===== config.mk =====
export PLATFORM = sky130hd
export DESIGN_NAME = mpsk_correlation_demodulator_flat
export DESIGN_NICKNAME = d
export VERILOG_FILES = /design/src/rtl/mcd_pkg.sv /design/src/rtl/mcd_if.sv /design/src/rtl/mcd_mac.sv /design/src/rtl/mpsk_correlation_demodulator.sv /design/src/flat_wrapper.sv
export VERILOG_INCLUDE_DIRS = /design/src /design/src/rtl
export SDC_FILE = /design/constraint.sdc
export NUM_CORES = 2
export LEC_CHECK = 0
export BUFFER_PORTS_ARGS = -buffer_cell sky130_fd_sc_hd__buf_2
export CAP_MARGIN = 10
export CORE_MARGIN = 2
export CORE_UTILIZATION = 30
export CTS_CLUSTER_SIZE = 24
export DETAILED_ROUTE_END_ITERATION = 8
export GPL_TIMING_DRIVEN = 0
export PLACE_DENSITY = 0.44
export SYNTH_ARGS = -nofsm -noshare
export SYNTH_HDL_FRONTEND = slang
export SYNTH_HIERARCHICAL = 1
export SYNTH_SLANG_ARGS = --single-unit

===== constraint.sdc =====
create_clock -name clk -period 11.9 [get_ports clk]
set_input_delay 2.975 -clock clk [delete_from_list [all_inputs] [get_ports clk]]
set_output_delay 2.975 -clock clk [all_outputs]
set_load 0.01 [all_outputs]

===== src/rtl/mpsk_correlation_demodulator_macros.svh =====
// ----------------------------------------------------------------------------
// mpsk correlation demodulator assertion macros
// concurrent assertion wrappers for the demodulator rtl
// ----------------------------------------------------------------------------
`ifndef MPSK_CORRELATION_DEMODULATOR_MACROS_SVH
`define MPSK_CORRELATION_DEMODULATOR_MACROS_SVH

// checked only outside reset
`define MCD_ASSERT(lbl, prop, msg) \
  lbl: assert property (@(posedge clk) disable iff (!rst_n) prop) else $error(msg);

// checked during reset as well
`define MCD_ASSERT_RST(lbl, prop, msg) \
  lbl: assert property (@(posedge clk) prop) else $error(msg);

`endif


===== src/rtl/mcd_pkg.sv =====
// ----------------------------------------------------------------------------
// mcd_pkg
// types, constants and reference tables of the m-psk correlation demodulator
// ----------------------------------------------------------------------------
package mcd_pkg;

  localparam int SAMPLE_W   = 16;
  localparam int PROD_W     = 32;
  localparam int ACC_W      = 40;
  localparam int SUM_W      = ACC_W + 1;
  localparam int BPS_W      = 3;
  localparam int ROM_DEPTH  = 16;
  localparam int ROM_BITS   = 4;
  localparam int MAX_PHASES = 16;
  localparam int MAX_LOG2   = $clog2(MAX_PHASES + 1) - 1;
  localparam int MAX_BITS   = (MAX_LOG2 < ROM_BITS) ? MAX_LOG2 : ROM_BITS;

  localparam logic signed [ACC_W-1:0] ACC_MAX = {1'b0, {(ACC_W-1){1'b1}}};
  localparam logic signed [ACC_W-1:0] ACC_MIN = {1'b1, {(ACC_W-1){1'b0}}};

  localparam logic [BPS_W-1:0] BPS_RESET = BPS_W'(1);

  typedef logic signed [SAMPLE_W-1:0] sample_t;
  typedef logic signed [ACC_W-1:0]    acc_t;
  typedef logic [ROM_BITS-1:0]        phase_t;
  typedef logic [BPS_W-1:0]           bps_t;

  typedef enum logic [2:0] {
    ST_IDLE,
    ST_MUL_I,
    ST_MUL_Q,
    ST_ACC,
    ST_EMIT
  } mcd_state_t;

  typedef struct packed {
    logic load_prod;
    logic load_psum;
  } mcd_mac_ctl_t;

  localparam sample_t ROM_COS [ROM_DEPTH] = '{
    16'sd32767,  16'sd30274,  16'sd23170,  16'sd12540,
    16'sd0,     -16'sd12540, -16'sd23170, -16'sd30274,
    -16'sd32768, -16'sd30274, -16'sd23170, -16'sd12540,
    16'sd0,      16'sd12540,  16'sd23170,  16'sd30274
  };

  localparam sample_t ROM_SIN [ROM_DEPTH] = '{
    16'sd0,      16'sd12540,  16'sd23170,  16'sd30274,
    16'sd32767,  16'sd30274,  16'sd23170,  16'sd12540,
    16'sd0,     -16'sd12540, -16'sd23170, -16'sd30274,
    -16'sd32768, -16'sd30274, -16'sd23170, -16'sd12540
  };

  // clamp the register to the supported range of phase bits
  function automatic bps_t eff_bits(input bps_t b);
    bps_t r;
    r = b;
    if (r < BPS_W'(1)) begin
      r = BPS_W'(1);
    end
    if (r > BPS_W'(MAX_BITS)) begin
      r = BPS_W'(MAX_BITS);
    end
    return r;
  endfunction

  // highest phase index in use, m - 1
  function automatic phase_t last_phase(input bps_t eb);
    phase_t m;
    m = '1;
    m = ~(m << eb);
    return m;
  endfunction

  // reference table index for a phase, k * (rom_depth / m)
  function automatic phase_t rom_index(input phase_t k, input bps_t eb);
    bps_t sh;
    sh = BPS_W'(ROM_BITS) - eb;
    return phase_t'(k << sh);
  endfunction

endpackage


===== src/rtl/mcd_if.sv =====
// ----------------------------------------------------------------------------
// mcd channel interfaces
// valid/ready channels for samples, decisions and the configuration register
// ----------------------------------------------------------------------------
interface mcd_in_if;
  logic                valid;
  logic                ready;
  mcd_pkg::sample_t    sample_i;
  mcd_pkg::sample_t    sample_q;
  logic                symbol_clock;

  modport source (output valid, output sample_i, output sample_q, output symbol_clock,
                  input ready);
  modport sink   (input valid, input sample_i, input sample_q, input symbol_clock,
                  output ready);
endinterface

interface mcd_out_if;
  logic            valid;
  logic            ready;
  mcd_pkg::phase_t symbol_decision;

  modport source (output valid, output symbol_decision, input ready);
  modport sink   (input valid, input symbol_decision, output ready);
endinterface

interface mcd_cfg_if;
  logic          valid;
  logic          ready;
  mcd_pkg::bps_t bits_per_symbol;

  modport source (output valid, output bits_per_symbol, input ready);
  modport sink   (input valid, input bits_per_symbol, output ready);
endinterface


===== src/rtl/mcd_mac.sv =====
// ----------------------------------------------------------------------------
// mcd_mac
// shared multiplier with product and partial-sum registers and a saturating
// accumulate of the two products onto one accumulator
// ----------------------------------------------------------------------------
module mcd_mac (
  input  logic                  clk,
  input  mcd_pkg::mcd_mac_ctl_t ctl,
  input  mcd_pkg::sample_t      op_a,
  input  mcd_pkg::sample_t      op_b,
  input  mcd_pkg::acc_t         acc_in,
  output mcd_pkg::acc_t         acc_out
);

  logic signed [mcd_pkg::PROD_W-1:0] prod_r;
  logic signed [mcd_pkg::PROD_W-1:0] prod_nxt;
  logic signed [mcd_pkg::PROD_W-1:0] psum_r;
  logic signed [mcd_pkg::SUM_W-1:0]  sum;

  assign prod_nxt = op_a * op_b;

  always_ff @(posedge clk) begin
    if (ctl.load_prod) begin
      prod_r <= prod_nxt;
    end
    if (ctl.load_psum) begin
      psum_r <= prod_r;
    end
  end

  assign sum = mcd_pkg::SUM_W'(acc_in) + mcd_pkg::SUM_W'(psum_r) + mcd_pkg::SUM_W'(prod_r);

  always_comb begin
    if (sum > mcd_pkg::SUM_W'(mcd_pkg::ACC_MAX)) begin
      acc_out = mcd_pkg::ACC_MAX;
    end else if (sum < mcd_pkg::SUM_W'(mcd_pkg::ACC_MIN)) begin
      acc_out = mcd_pkg::ACC_MIN;
    end else begin
      acc_out = sum[mcd_pkg::ACC_W-1:0];
    end
  end

endmodule


===== src/rtl/mpsk_correlation_demodulator.sv =====
// an accepted request with symbol_clock set shows its decision after all M phases, M = 2^bits_per_symbol
// a new request is taken only in idle, after the previous request has finished all its phases
// each phase steps through three states on the single shared 16x16 multiplier (i product,
//   q product, saturating accumulate); with symbol_clock set each accumulate also runs the max search
// reset: bits_per_symbol returns to 1, all accumulators clear, no result pending
// ----------------------------------------------------------------------------
// mpsk_correlation_demodulator
// coherent m-psk integrate-and-dump detector over a shared multiply-accumulate
// ----------------------------------------------------------------------------
`include "mpsk_correlation_demodulator_macros.svh"

module mpsk_correlation_demodulator (
  input  logic       clk,
  input  logic       rst_n,
  mcd_in_if.sink     in_ch,
  mcd_out_if.source  out_ch,
  mcd_cfg_if.sink    cfg_ch
);

  mcd_pkg::mcd_state_t   state_r;
  mcd_pkg::mcd_state_t   state_nxt;
  mcd_pkg::phase_t       k_r;
  mcd_pkg::phase_t       k_nxt;
  mcd_pkg::sample_t      si_r;
  mcd_pkg::sample_t      sq_r;
  logic                  flag_r;
  mcd_pkg::bps_t         bps_r;
  mcd_pkg::acc_t         acc_r [mcd_pkg::ROM_DEPTH];
  mcd_pkg::acc_t         best_r;
  mcd_pkg::phase_t       best_idx_r;
  logic                  out_valid_r;
  mcd_pkg::phase_t       decision_r;

  mcd_pkg::bps_t         eb;
  mcd_pkg::phase_t       last_k;
  mcd_pkg::phase_t       rom_j;
  mcd_pkg::mcd_mac_ctl_t mac_ctl;
  mcd_pkg::sample_t      op_a;
  mcd_pkg::sample_t      op_b;
  mcd_pkg::acc_t         acc_new;
  logic                  in_acc;
  logic                  cfg_wr;
  logic                  acc_wr;
  logic                  best_wr;
  logic                  out_load;

  assign eb     = mcd_pkg::eff_bits(bps_r);
  assign last_k = mcd_pkg::last_phase(eb);
  assign rom_j  = mcd_pkg::rom_index(k_r, eb);

  assign in_ch.ready   = (state_r == mcd_pkg::ST_IDLE);
  assign in_acc        = in_ch.valid && in_ch.ready;
  assign cfg_ch.ready  = 1'b1;
  assign cfg_wr        = cfg_ch.valid && cfg_ch.ready;

  assign out_ch.valid           = out_valid_r;
  assign out_ch.symbol_decision = decision_r;

  assign op_a = (state_r == mcd_pkg::ST_MUL_Q) ? sq_r : si_r;
  assign op_b = (state_r == mcd_pkg::ST_MUL_Q) ? mcd_pkg::ROM_SIN[rom_j]
                                               : mcd_pkg::ROM_COS[rom_j];

  mcd_mac u_mac (
    .clk     (clk),
    .ctl     (mac_ctl),
    .op_a    (op_a),
    .op_b    (op_b),
    .acc_in  (acc_r[k_r]),
    .acc_out (acc_new)
  );

  always_comb begin
    state_nxt         = state_r;
    k_nxt             = k_r;
    mac_ctl.load_prod = 1'b0;
    mac_ctl.load_psum = 1'b0;
    acc_wr            = 1'b0;
    best_wr           = 1'b0;
    out_load          = 1'b0;
    case (state_r)
      mcd_pkg::ST_IDLE: begin
        if (in_acc) begin
          k_nxt     = '0;
          state_nxt = mcd_pkg::ST_MUL_I;
        end
      end
      mcd_pkg::ST_MUL_I: begin
        mac_ctl.load_prod = 1'b1;
        state_nxt         = mcd_pkg::ST_MUL_Q;
      end
      mcd_pkg::ST_MUL_Q: begin
        mac_ctl.load_prod = 1'b1;
        mac_ctl.load_psum = 1'b1;
        state_nxt         = mcd_pkg::ST_ACC;
      end
      mcd_pkg::ST_ACC: begin
        acc_wr  = 1'b1;
        best_wr = flag_r && ((k_r == '0) || (acc_new > best_r));
        if (k_r == last_k) begin
          state_nxt = flag_r ? mcd_pkg::ST_EMIT : mcd_pkg::ST_IDLE;
        end else begin
          k_nxt     = k_r + 1'b1;
          state_nxt = mcd_pkg::ST_MUL_I;
        end
      end
      mcd_pkg::ST_EMIT: begin
        if (!out_valid_r || out_ch.ready) begin
          out_load  = 1'b1;
          state_nxt = mcd_pkg::ST_IDLE;
        end
      end
      default: begin
        state_nxt = mcd_pkg::ST_IDLE;
      end
    endcase
  end

  always_ff @(posedge clk) begin
    if (!rst_n) begin
      state_r     <= mcd_pkg::ST_IDLE;
      k_r         <= '0;
      bps_r       <= mcd_pkg::BPS_RESET;
      out_valid_r <= 1'b0;
      for (int i = 0; i < mcd_pkg::ROM_DEPTH; i++) begin
        acc_r[i] <= '0;
      end
    end else begin
      state_r <= state_nxt;
      k_r     <= k_nxt;
      if (cfg_wr) begin
        bps_r <= cfg_ch.bits_per_symbol;
        for (int i = 0; i < mcd_pkg::ROM_DEPTH; i++) begin
          acc_r[i] <= '0;
        end
      end else if (acc_wr) begin
        acc_r[k_r] <= flag_r ? '0 : acc_new;
      end
      if (out_load) begin
        out_valid_r <= 1'b1;
      end else if (out_ch.ready) begin
        out_valid_r <= 1'b0;
      end
    end
  end

  always_ff @(posedge clk) begin
    if (in_acc) begin
      si_r   <= in_ch.sample_i;
      sq_r   <= in_ch.sample_q;
      flag_r <= in_ch.symbol_clock;
    end
    if (best_wr) begin
      best_r     <= acc_new;
      best_idx_r <= k_r;
    end
    if (out_load) begin
      decision_r <= best_idx_r;
    end
  end

  `MCD_ASSERT_RST(a_reset_idle, !rst_n |=> (state_r == mcd_pkg::ST_IDLE) && !out_valid_r, "reset did not return to idle")
  `MCD_ASSERT(a_start_phase0, in_acc |=> (state_r == mcd_pkg::ST_MUL_I) && (k_r == '0), "request did not start at phase zero")
  `MCD_ASSERT(a_phase_range, (state_r != mcd_pkg::ST_IDLE) |-> (k_r <= last_k), "phase counter beyond constellation size")
  `MCD_ASSERT(a_rise_from_emit, $rose(out_valid_r) |-> $past(state_r == mcd_pkg::ST_EMIT), "decision raised outside emit")
  `MCD_ASSERT(a_decision_range, out_valid_r |-> (decision_r <= last_k), "decision index beyond constellation size")

endmodule

===== src/flat_wrapper.sv =====
// flat-port wrapper written by rule: the top's interface ports become plain ports
module mpsk_correlation_demodulator_flat 
  (clk, rst_n, in_ch_valid, in_ch_sample_i, in_ch_sample_q, in_ch_symbol_clock, in_ch_ready, out_ch_valid, out_ch_symbol_decision, out_ch_ready, cfg_ch_valid, cfg_ch_bits_per_symbol, cfg_ch_ready);
  mcd_in_if in_ch_i ();
  mcd_out_if out_ch_i ();
  mcd_cfg_if cfg_ch_i ();
  input  logic clk;
  input  logic rst_n;
  input wire logic [$bits(in_ch_i.valid)-1:0] in_ch_valid;
  input wire logic [$bits(in_ch_i.sample_i)-1:0] in_ch_sample_i;
  input wire logic [$bits(in_ch_i.sample_q)-1:0] in_ch_sample_q;
  input wire logic [$bits(in_ch_i.symbol_clock)-1:0] in_ch_symbol_clock;
  output wire logic [$bits(in_ch_i.ready)-1:0] in_ch_ready;
  output wire logic [$bits(out_ch_i.valid)-1:0] out_ch_valid;
  output wire logic [$bits(out_ch_i.symbol_decision)-1:0] out_ch_symbol_decision;
  input wire logic [$bits(out_ch_i.ready)-1:0] out_ch_ready;
  input wire logic [$bits(cfg_ch_i.valid)-1:0] cfg_ch_valid;
  input wire logic [$bits(cfg_ch_i.bits_per_symbol)-1:0] cfg_ch_bits_per_symbol;
  output wire logic [$bits(cfg_ch_i.ready)-1:0] cfg_ch_ready;
  assign in_ch_i.valid = in_ch_valid;
  assign in_ch_i.sample_i = in_ch_sample_i;
  assign in_ch_i.sample_q = in_ch_sample_q;
  assign in_ch_i.symbol_clock = in_ch_symbol_clock;
  assign in_ch_ready = in_ch_i.ready;
  assign out_ch_valid = out_ch_i.valid;
  assign out_ch_symbol_decision = out_ch_i.symbol_decision;
  assign out_ch_i.ready = out_ch_ready;
  assign cfg_ch_i.valid = cfg_ch_valid;
  assign cfg_ch_i.bits_per_symbol = cfg_ch_bits_per_symbol;
  assign cfg_ch_ready = cfg_ch_i.ready;
  mpsk_correlation_demodulator u_core (.clk(clk), .rst_n(rst_n), .in_ch(in_ch_i), .out_ch(out_ch_i), .cfg_ch(cfg_ch_i));
endmodule

==> summary.txt <==
Detailed routing
  – Drt first pass iters: 5
  – Iter 0 DRT Violations: between 2000 and 2500
  – Vias after detailed routing: 29760
  – Vias per Instance: just under 5
  – Post-DR wirelength/cell: roughly 23 um
  – DRC: 0
  – Final wirelength: 143600 um
  – ANT nets after route: 0

Synth
  – Syn. warnings: 6
  – Syn Inst Count: approximately 3800
  – Synthesized area: ~0.048 sq mm
  – EDFF count, synth: roughly 790
  – Unique cell type count in the Yosys netlist: 97
  – Post-synth top area share: between 40% and 50%
  – Synth Net Count: 4346
  – Area contributors post-synth: edfxtp_1, fa_1, mux4_2
  – Async SR Flop Fraction: 0%
  – Seq/Total Area, Yosys: between 40% and 50%
  – Yosys reg bits: 800
  – Area leader, netlist: edfxtp_1
  – Primary FF master, synth: edfxtp_1
  – Syn avg cell area: ~13 sq um

Clock network
  – Cts bufs inserted: 91
  – Post-CTS Setup Inserts: 0
  – Number of H-tree levels: 3
  – Post_cts resized: 0
  – Clock input transition at the sequential cells of the worst setup and hold paths: around 0.06 ns
  – Cts hold-fix bufs: 0
  – Clk_lat worst skew: 0.73 ns
  – Clk sink count: 800
  – CTS max path bufs: 3
  – CTS tree: built
  – Root Buffer Master: clkbuf_16

GRT
  – GR Overflow Total: 0
  – Vias in the first global route: between 30000 and 40000
  – Initial antenna violation count: 8
  – Global-route wire length before repair: around 210000 um
  – Pin count of the biggest net entering global routing: 42
  – GRT Resource Usage Total: approximately 18%

Critical path
  – Crit-path most repeated cell: buf_6
  – Cell count of the worst reg-to-reg path: 27
  – CP max FO: 11
  – Required time of the critical path: 12.28 ns
  – CP Capture Type: register
  – Crit-path max cell delay: between 0.9 and 1 ns
  – Critical path's slowest cell: nor4_1
  – Arrival time at the worst endpoint: around 12 ns
  – Crit path launch type: register
  – CP Class: register to register

Layout
  – Ratio of cells with drive above 1 in the final layout: 13.36%
  – P&R area growth vs syn: 12.81%
  – # fillers: about 16000
  – Nets: roughly 4500
  – Layout Cells excl Fill: between 6000 and 7000
  – Final core utilization: approximately 34%

Die
  – Die H: roughly 400 um
  – Site Rows: roughly 150
  – # IOs: 48
  – Core region area: between 0.15 and 0.2 sq mm
  – Die width: 404.4 um
  – Initial Util: a little over 30%
  – Full die area: 0.1636 sq mm

STA
  – Min Tclk post-route: around 11 ns
  – Max Slew Vio Count: 0
  – Max Clk Rate: ~90 MHz
  – Final Hold Vio Count: 0
  – Worst Tran Pin Value: 1.461 ns
  – Slew headroom: 2.631%
  – Count of final setup violators: 0
  – Setup TNS: 0 ns
  – Final Skew: 0.06192 ns
  – RSZ-0062 raised after global routing: no
  – Fin crit share: between 90% and 100%

Hold path
  – HP Start: u_core/best_idx_r[1]$_DFFE_PP_
  – Hold crit path type: register to register
  – Worst Hold Path Cells: 0

Flow run
  – Max_cap viols: 0

Placed design
  – IO Port Bufs: 46
  – Final estimated routing congestion in global placement: about 0.85
  – Cell Count Post-Placement: 5963
  – Post-DP HPWL: between 100000 and 150000 um

Outcome
  – Outcome: complete, no violations
critical path: cells and delay by family, from the launching register on:
family,cells,cell delay [ns]
fa+ha+maj,3,1.05
compound gates,7,2.67
buf+inv,7,2.82
mux,2,1.03
flops,1,0.30
simple gates,8,2.86
registers in the layout (all words and copies together) (netlist names), 3 cells and up, named ones only:
name and flops:
u_core/k_r 4, u_core/si_r 16, u_core/state_r 3, u_core/best_idx_r 4
u_core/out_ch.symbol_decision 4, u_core/u_mac/prod_r 32, u_core/sq_r 16, u_core/best_r 40
u_core/acc_r 640, u_core/bps_r 3, u_core/u_mac/psum_r 32
per-stage QoR:
stage               instance area (sq um)  hold WS, ns  worst slack (ns)
floorplan                           48100       0.4003             2.274
global route                        54260       0.4486            0.1096
CTS                                 54230       0.4496            0.8177
global placement                    50930       0.4211            -3.409
detailed placement                  51390       0.4365            0.8465
finish                              54270       0.4424            0.7685
synth_stat cells, types with 11 or more instances:
| master | number |
|---|---|
| edfxtp_1 | 785 |
| nor2_1 | 707 |
| inv_1 | 386 |
| fa_1 | 303 |
| nand2_1 | 230 |
| mux4_2 | 189 |
| ha_1 | 179 |
| clkbuf_1 | 136 |
| and2_1 | 132 |
| a21oi_1 | 96 |
| buf_2 | 59 |
| nand2b_1 | 57 |
| o21ai_0 | 57 |
| xnor2_1 | 50 |
| buf_1 | 42 |
| o21ai_2 | 29 |
| nand3_1 | 25 |
| a21o_1 | 24 |
| xor2_1 | 24 |
| nand4_1 | 22 |
| nor3_1 | 20 |
| buf_6 | 15 |
| dfxtp_1 | 15 |
| o211ai_1 | 15 |
| o21bai_1 | 15 |
| and3_1 | 13 |
| o21a_1 | 13 |
| mux4_1 | 12 |
| a211oi_1 | 11 |
| a31oi_1 | 11 |
path summary, 6_finish.rpt:
path / end / slack (ns)
hold reg to reg: u_core/out_ch.symbol_decision[1]$_DFFE_PP_ / 0.44
hold / removal: u_core/out_ch.symbol_decision[1]$_DFFE_PP_ / 0.44
setup / recovery: u_core/best_r[12]$_DFFE_PP_ / 0.77
setup reg to reg: u_core/best_r[12]$_DFFE_PP_ / 0.77
cell type report:
type	instances	area, sq um	area share, %
multi-input combinational	2369	21580	39.76
inverter	389	1460	2.691
antenna	3	7.507	0.01383
sequential	800	23870	43.99
buffer	265	1279	2.356
timing repair buffer	70	634.4	1.169
clock inverter	44	449.2	0.8277
tap	2072	2592	4.777
clock buffer	119	2392	4.408
layout by cell type (no fill, tap or decap), drive strengths merged, types with 16 or more instances in the layout:
cell and n:
ha 179, o211ai 16, clkinv 36, nand2 231, fa 303, mux4 201, nor2 708, clkbuf 257
xnor2 50, a21oi 96, buf 195, and2 132, a21o 25, nand2b 57, xor2 24, edfxtp 785
nor3 21, inv 391, o21ai 91, nand3 26, nand4 22
routing by layer:
metal | global-route usage, % | up-vias | wire length, um
li1 | - | 13510 | -
met1 | 24.63 | 15520 | 65180
met2 | 29.11 | 579 | 69650
met3 | 2.250 | 144 | 5593
met4 | 4.897 | 0 | 3206
met5 | 0 | - | 0
kinds of logic (layout without fill, tap and decap cells):
group                    count (synthesis)  after routing  synth area share (%)
adder cells (fa/ha/maj)                486            486                 17.35
flip-flops                             800            800                 49.63
XOR/XNOR                                74             74                 1.347
multiplexers                           212            212                 9.738
AO/OA/AOI/OAI                          340            340                 4.783
AND/OR/NAND/NOR                       1256           1256                 11.46
other                                    1              4              0.007796
buffers and inverters                  654            887                 5.691
Power is left out: the tool's default activity adds up to more than one toggle a clock period on the data nets, which glitch-free logic cannot reach.
